[src/design/spimcs_pkg.sv]
`timescale 1ns / 1ps

package spimcs_pkg;

	localparam logic [1:0] OP_SPI   = 2'd0;
	localparam logic [1:0] OP_TICK  = 2'd1;
	localparam logic [1:0] OP_DONE  = 2'd2;
	localparam logic [1:0] OP_TABLE = 2'd3;

	localparam logic [7:0] CMD_START = 8'd13;
	localparam logic [7:0] CMD_LOAD  = 8'd17;
	localparam logic [7:0] CMD_STOP  = 8'd29;
	localparam logic [7:0] DIR_FWD   = 8'd5;
	localparam logic [7:0] DIR_BACK  = 8'd7;

	localparam logic [15:0] CW_RUN  = 16'h2068;
	localparam logic [15:0] CW_HALT = 16'h2148;

	localparam logic [7:0] RELOAD_LOW0 = 8'hFF;
	localparam logic [7:0] RELOAD_LOW1 = 8'hFA;

	localparam logic [2:0] SEND_LEFT_CTRL = 3'd2;
	localparam logic [2:0] SEND_LEFT_FREQ = 3'd4;

	typedef enum logic [2:0] {
		LOAD_IDLE       = 3'd0,
		LOAD_COUNT_HIGH = 3'd1,
		LOAD_COUNT_LOW1 = 3'd2,
		LOAD_COUNT_LOW0 = 3'd3,
		LOAD_FREQ       = 3'd4,
		LOAD_DIR        = 3'd5
	} load_phase_t;

	typedef enum logic [1:0] {
		SEND_NONE = 2'd0,
		SEND_CTRL = 2'd1,
		SEND_FREQ = 2'd2
	} send_kind_t;

	typedef struct packed {
		logic [1:0]  op;
		logic [7:0]  data_byte;
		logic [7:0]  table_index;
		logic [31:0] table_word;
	} cmd_word_t;

	typedef struct packed {
		logic       serial_valid;
		logic [7:0] serial_byte;
		logic       select_active;
		logic       reply_valid;
		logic       direction;
		logic       running;
	} rsp_word_t;

endpackage

[src/design/spimcs_skid.sv]
`timescale 1ns / 1ps

module spimcs_skid (
	input  logic                  clk,
	input  logic                  arst_n,
	input  logic                  push,
	input  spimcs_pkg::rsp_word_t push_data,
	output logic                  full,
	output logic                  rsp_valid,
	input  logic                  rsp_stall,
	output spimcs_pkg::rsp_word_t rsp
);

	logic                  out_valid_q;
	logic                  skid_valid_q;
	spimcs_pkg::rsp_word_t out_q;
	spimcs_pkg::rsp_word_t skid_q;
	logic                  out_take;

	assign out_take = out_valid_q && !rsp_stall;

	always_ff @(posedge clk or negedge arst_n) begin
		if (!arst_n) begin
			out_valid_q  <= 1'b0;
			skid_valid_q <= 1'b0;
		end else if (skid_valid_q) begin
			if (out_take) begin
				skid_valid_q <= 1'b0;
			end
		end else if (push) begin
			if (!out_valid_q || out_take) begin
				out_valid_q <= 1'b1;
			end else begin
				skid_valid_q <= 1'b1;
			end
		end else if (out_take) begin
			out_valid_q <= 1'b0;
		end
	end

	always_ff @(posedge clk) begin
		if (skid_valid_q) begin
			if (out_take) begin
				out_q <= skid_q;
			end
		end else if (push) begin
			if (!out_valid_q || out_take) begin
				out_q <= push_data;
			end else begin
				skid_q <= push_data;
			end
		end
	end

	assign full      = skid_valid_q;
	assign rsp_valid = out_valid_q;
	assign rsp       = out_q;

endmodule

[config.mk]
export PLATFORM = sky130hd
export DESIGN_NAME = spimcs_skid
export DESIGN_NICKNAME = d
export VERILOG_FILES = /design/src/design/spimcs_pkg.sv /design/src/design/spimcs_skid.sv
export SDC_FILE = /design/constraint.sdc
export NUM_CORES = 1
export LEC_CHECK = 0
export BUFFER_PORTS_ARGS = -buffer_cell sky130_fd_sc_hd__buf_2
export CORE_MARGIN = 2
export CORE_UTILIZATION = 49
export CTS_CLUSTER_SIZE = 10
export DETAILED_ROUTE_END_ITERATION = 6
export PLACE_DENSITY = 0.81
export SLEW_MARGIN = 40
export SYNTH_ARGS = -nofsm -noshare
export SYNTH_HDL_FRONTEND = slang
export SYNTH_SLANG_ARGS = --single-unit
[constraint.sdc]
create_clock -name clk -period 2.3 [get_ports clk]
set_input_delay 0.115 -clock clk [delete_from_list [all_inputs] [get_ports clk]]
set_output_delay 0.115 -clock clk [all_outputs]
set_load 0.005 [all_outputs]
==> summary.md, run 1 <==
| Metric | Value |
|---|---|
| Area of the multi-input gates | `216 um2` |
| Largest fanout on the critical path | `13` |
| Worst r2r path cells | `3` |
| Synthesized instance count | `53` |
| Initial antenna violation count | `0` |
| HPWL after DPL | `1170 um` |
| Cells resized by post-CTS repair | `0` |
| Area of all placed cells without fillers | `~0.0014 mm2` |
| Most frequent cells in the layout | `31 x sky130_fd_sc_hd__buf_2, 26 x sky130_fd_sc_hd__edfxtp_1, 14 x sky130_fd_sc_hd__dlygate4sd3_1, 7 x sky130_fd_sc_hd__mux2_4, 6 x sky130_fd_sc_hd__mux2_2` |
| Starting density of the core | `between 50% and 60%` |
| Non-filler instance count after layout | `around 130` |
| Worst Hold Depth | `3` |
| Type of element capturing the critical path | `flip-flop` |
| TritonCTS Sinks | `28` |
| Full die area | `roughly 0.0026 mm2` |
| Met2 Use GR | `between 20 and 30%` |
| Total power per unit cell area | `~1000 mW/mm2` |
| Start-to-end type of the worst setup path | `flip-flop to flip-flop` |
| Clock tree skew after final layout | `0.00898 ns` |
| Time the final worst path needs with I/O delays and setup | `between 1 and 1.5 ns` |
| Clk Latency, worst-skew pair | `about 0.33 ns` |
| Most Used Layer, Global Route | `met2` |
| Launch point of the worst hold path | `rsp_stall` |
| Register cell area after layout | `about 830 um2` |
| Total negative setup slack | `0 ns` |
| Pin slew with the least headroom to its limit | `~0.22 ns` |
| Area fraction of the dominant cell type after synthesis | `about 70%` |
| RePlAce Congestion | `approximately 0.71` |
| Routed wire length | `~2000 um` |
| Via count | `669` |
| Antenna diode instance count | `0` |
| M3 GR Usage | `between 2 and 3%` |
| First-pass iteration count of the detailed router | `4` |
| Flip-flop and latch count after synthesis | `28` |
| Syn nets | `70` |
| Worst reg2reg startpoint | `full` |
| Synth Warn # | `0` |
| Endpoint, Worst Hold | `full` |
| Post-synthesis adder-cell area fraction | `0%` |
| Period utilisation layout | `just under 60%` |
| Htree depth | `1` |
| Library cell used as clock root buffer | `sky130_fd_sc_hd__clkbuf_4` |
| Hold Violations, Final | `0` |
| Leakage power total | `0.581 nW` |
| Maximum number of buffers from clock root to sink | `2` |
| Worst-path cell with the longest stage delay | `sky130_fd_sc_hd__dfrtp_1` |
| Slew margin rel. | `85.4%` |
| Min-Delay Path Class | `input pin to flip-flop` |
| Combinational family with the most area after synthesis | `multiplexers` |
| Total DRC errors in the routed layout | `0` |
| Leading cell type in the layout, fill and taps excluded | `sky130_fd_sc_hd__buf_2` |
| Post-detailed-placement cell area | `0.00126 mm2` |
| Gr ovfl total | `0` |
| Xor/xnor cell area share of the yosys netlist | `0%` |
| Number of slew-limit violations in the final report | `0` |
| Area of the mapped netlist | `between 0.001 and 0.0015 mm2` |
| Final hold slack | `0.0422 ns` |
| Run status | `completed` |
| Grt met1 use | `about 17%` |
| Global routing usage summed across all routing layers | `~16%` |
| Reg-to-reg setup timing slack | `0.97 ns` |
| Proportion of synthesized chip area in sequential cells | `between 70% and 80%` |
| Number of rows created at floorplan | `17` |
| Pin count of the biggest net entering global routing | `16` |
| Simple logic cell fraction of the synthesized area | `between 1.5 and 2%` |
| Slowest Stage Delay on Critical Path | `about 0.44 ns` |
| Final Util | `66.6%` |
| Total placed cells including tap cells | `around 110` |
| Maximum capacitance violations | `0` |
| Total Power | `around 1.5 mW` |
| Number of nets at the end of the flow | `about 120` |
| Vias in the first global route | `663` |
| Clock-pin transition on the worst setup and hold timing paths | `~0.13 ns` |
| Violation count after the first detailed-route iteration | `10` |
| Final setup viols | `0` |
| Portion of netlist area occupied by mux cells | `~16%` |
| Element type at the critical path start | `flip-flop` |
| Top area cells in the synthesized netlist | `sky130_fd_sc_hd__edfxtp_1 72%, sky130_fd_sc_hd__mux2_4 9.7%, sky130_fd_sc_hd__mux2_2 6.2%` |
| CTS tree | `done` |
| Place WS | `1.00 ns` |
| Data required, critical path | `2.34 ns` |
| Maximum vdd drop | `between 0.5 and 0.6 mV` |
| Post-CTS Hold Fix Bufs | `14` |
| Wire per inst | `15.0 um` |
| Unrepaired setup endpoints after global routing | `false` |
| Data arrival, critical path | `roughly 1.4 ns` |
| Number of placed I/O pins | `32` |
| Count of nets left with antenna violations after detail routing | `0` |
| Num CTS Buffers | `3` |
| Y dimension of the die | `a little over 50 um` |
| Postcts setup bufs | `0` |
| Post-DR vias/cell | `between 5 and 6` |
| Area fraction in compound gates after synthesis | `under 10%` |
| Ratio of cells with drive above 1 in the final layout | `48.5%` |
| Core area | `around 0.0021 mm2` |
| Terminus of the critical flop-to-flop path | `rsp[11]` |
| Global-route wire length before repair | `between 2000 and 3000 um` |
| Ordered cell list for the critical path | `nand2b_1, a21boi_1, buf_4` |
| Die X | `approximately 51 um` |
| Yosys cell types | `13` |
| Fmax achieved | `0.753 GHz` |
| Synthesis-to-finish area growth | `32.1%` |
| Number of filler cells placed in the layout | `154` |
| Port-buffer cells | `31` |
| Minimum setup slack in the final design | `a little under 1 ns` |
| Average footprint of a synthesized cell | `20.4 um2` |
| Post-synth top area cell | `sky130_fd_sc_hd__edfxtp_1` |
[synth_stat cells, drive strengths merged]
master	count
a21oi	2
buf	2
mux2	13
dfrtp	2
inv	1
nor2	1
nand2b	1
a21boi	1
nand2	3
o21ai	1
edfxtp	26
[sequential cells by signal, summed over array words and instances (netlist names)]
| signal | cells |
|---|---|
| skid_q | 13 |
| full | 1 |
| rsp | 13 |
| rsp_valid | 1 |
[how the worst max path moves through the flow]
stage / depth (start not counted) / startpoint / to / slack [ns]
6_report: 3 / full / rsp[11] / 0.97
5_1_grt: 3 / full / rsp[12] / 0.91
3_5_place_dp: 3 / full / rsp[5] / 1.00
4_1_cts: 3 / full / rsp[11] / 0.99
3_3_place_gp: 2 / full / rsp[9] / 1.07
2_1_floorplan: 3 / full / rsp[0] / 0.18
[layer usage]
layer / vias up / routed length (um)
met4: 0 / 40
met5: - / 0
met1: 341 / 747
li1: 299 / -
met3: 4 / 66
met2: 25 / 1110
[area by class of cell]
type	count	share of cell area (%)
repair buffers	48	22.2
inverters	1	0.262
flip-flops and latches	28	58.1
well taps	28	2.45
clock inverters	1	0.262
clock buffers	3	1.57
multi-input cells	22	15.1
[power by group]
part | internal (mW) | leakage, nW | switching (mW)
Clock | 0.0637 | 0.0154 | 0.139
Combinational | 0.246 | 0.300 | 0.218
Sequential | 0.739 | 0.266 | 0.0492
[critical path: cells and delay by family (launching register included)]
kind                   cells  cell delay [ns]
and+or+nand+nor            1             0.19
AOI/OAI and AO/OA          1             0.17
buffers and inverters      1             0.24
DFF                        1             0.44
[logic make-up (layout without fill, tap and decap cells)]
family	Yosys count	count (layout)
buf+inv	3	53
flops	28	28
mux	13	13
simple gates	5	5
compound gates	4	4
No activity file was read; power rests on OpenSTA's default activity.
==> run 2: changes to the inputs <==
clock period = 1.3 ns   (was 2.3 ns; I/O delays follow)
==> summary.md, run 2 (synthesized netlist as in run 1, its figures left out) <==
| Metric | Value |
|---|---|
| Htree depth | `1` |
| Number of nets at the end of the flow | `~130` |
| CTS tree | `done` |
| Library cell used as clock root buffer | `sky130_fd_sc_hd__clkbuf_4` |
| HPWL after DPL | `1290 um` |
| Min-Delay Path Class | `input pin to flip-flop` |
| Maximum vdd drop | `~1.1 mV` |
| RePlAce Congestion | `approximately 0.7` |
| Violation count after the first detailed-route iteration | `6` |
| Final Util | `a little over 70%` |
| Leading cell type in the layout, fill and taps excluded | `sky130_fd_sc_hd__buf_2` |
| Number of rows created at floorplan | `17` |
| Total net switching power | `783 uW` |
| Time the final worst path needs with I/O delays and setup | `between 1 and 1.5 ns` |
| Terminus of the critical flop-to-flop path | `rsp[6]` |
| Sequential fraction of design power | `49.3%` |
| Number of placed I/O pins | `32` |
| Register cell area after layout | `roughly 830 um2` |
| Unrepaired setup endpoints after global routing | `true` |
| Ratio of cells with drive above 1 in the final layout | `between 50% and 60%` |
| Final setup viols | `0` |
| Period utilisation layout | `between 90 and 100%` |
| Gate power share | `about two fifths` |
| Switching Share | `between 20% and 30%` |
| Core area | `between 0.002 and 0.0025 mm2` |
| Wire per inst | `around 14 um` |
| Gr ovfl total | `0` |
| Area of all placed cells without fillers | `0.00154 mm2` |
| Initial antenna violation count | `0` |
| Pin slew with the least headroom to its limit | `approximately 0.18 ns` |
| Area of the multi-input gates | `250 um2` |
| Clock-pin transition on the worst setup and hold timing paths | `between 0.1 and 0.15 ns` |
| Leakage power total | `between 0.6 and 0.7 nW` |
| Setup crit end | `rsp[6]` |
| Routed wire length | `just under 2000 um` |
| Final hold slack | `0.0292 ns` |
| Data required, critical path | `between 1 and 1.5 ns` |
| Slew margin rel. | `slightly below 90%` |
| Reg-to-reg setup timing slack | `around 0.017 ns` |
| Element type at the critical path start | `flip-flop` |
| Post-detailed-placement cell area | `around 0.0013 mm2` |
| Hold Violations, Final | `0` |
| Die X | `51.0 um` |
| Critical path startpoint | `full` |
| Largest fanout on the critical path | `5` |
| TritonCTS Sinks | `28` |
| Post-DR vias/cell | `4.84` |
| Type of element capturing the critical path | `flip-flop` |
| Starting density of the core | `between 50% and 60%` |
| Worst r2r path cells | `3` |
| Vias in the first global route | `~660` |
| Most frequent cells in the layout | `31 x sky130_fd_sc_hd__buf_2, 26 x sky130_fd_sc_hd__edfxtp_1, 15 x sky130_fd_sc_hd__dlygate4sd3_1, 7 x sky130_fd_sc_hd__mux2_4, 7 x sky130_fd_sc_hd__buf_4` |
| Number of slew-limit violations in the final report | `0` |
| Cell internal pwr | `between 2 and 2.5 mW` |
| First-pass iteration count of the detailed router | `4` |
| Clock tree skew after final layout | `between 0.002 and 0.0025 ns` |
| Data arrival, critical path | `~1.4 ns` |
| Count of nets left with antenna violations after detail routing | `0` |
| Maximum capacitance violations | `0` |
| Pin count of the biggest net entering global routing | `15` |
| Clk Latency, worst-skew pair | `~0.32 ns` |
| Antenna diode instance count | `0` |
| Maximum number of buffers from clock root to sink | `2` |
| Run status | `completed` |
| Total power per unit cell area | `approximately 1900 mW/mm2` |
| Fmax achieved | `between 0.7 and 0.8 GHz` |
| Clock power frac | `between 10% and 20%` |
| Worst reg2reg startpoint | `full` |
| Via count | `about 660` |
| Total Power | `2.86 mW` |
| Global-route wire length before repair | `3050 um` |
| Synthesis-to-finish area growth | `42.4%` |
| Y dimension of the die | `slightly above 50 um` |
| Total DRC errors in the routed layout | `0` |
| Start-to-end type of the worst setup path | `flip-flop to flip-flop` |
| Port-buffer cells | `31` |
| Full die area | `0.00260 mm2` |
| Global routing usage summed across all routing layers | `approximately 17%` |
| Num CTS Buffers | `3` |
| Number of filler cells placed in the layout | `143` |
[run 2: cell type report]
class | instances | share of cell area, %
sequential | 28 | 54.0
timing repair buffer | 55 | 25.8
multi-input combinational | 22 | 16.2
tap | 28 | 2.27
clock buffer | 3 | 1.46
inverter | 1 | 0.244
[run 2: how the worst min path moves through the flow]
stage | cells past startpoint | start | to
final | 3 | push | rsp_valid
after global routing | 3 | push | rsp_valid
after CTS | 3 | push | rsp_valid
after detailed placement | 1 | arst_n | rsp_valid
after global placement | 1 | arst_n | full
after floorplan | 0 | arst_n | full
[run 2: stage by stage]
step           worst slack (ns)  TNS (ns)  instances
3_3_place_gp             0.0833         0        115
2_1_floorplan           -0.0436    -0.567         53
6_report                 0.0165         0        137
4_1_cts                 0.00330         0        133
5_1_grt                -0.00523  -0.00523        137
3_5_place_dp             0.0354         0        115
[run 2: layer usage]
| metal | up-vias | track usage [%] | routed length (um) |
|---|---|---|---|
| met5 | - | 0 | 0 |
| met4 | 0 | 8.11 | 40 |
| met3 | 5 | 1.75 | 51 |
| met2 | 16 | 30.3 | 1080 |
| met1 | 327 | 19.7 | 761 |
| li1 | 315 | - | - |
[run 2: power groups by stage]
stage | Clock (mW) | Sequential (mW) | Combinational [mW]
2_1_floorplan | 0 | 1.44 | 0.599
3_3_place_gp | 0 | 1.41 | 0.962
3_5_place_dp | 0 | 1.43 | 0.993
4_1_cts | 0.346 | 1.41 | 1.03
5_1_grt | 0.385 | 1.43 | 1.20
6_report | 0.338 | 1.41 | 1.11
[run 2: repair_timing]
item,CTS,global route
endpoints found under the setup margin,0,13
hold buffers,15,0
endpoints found under the hold margin,16,0
buffers inserted,0,4
gates resized for setup,0,1
[run 2: worst max-delay path, cell delays in order, from the launching register on]
cell and delay, ns:
sky130_fd_sc_hd__dfrtp_1 0.46, sky130_fd_sc_hd__buf_4 0.16, sky130_fd_sc_hd__buf_4 0.15, sky130_fd_sc_hd__mux2_4 0.29
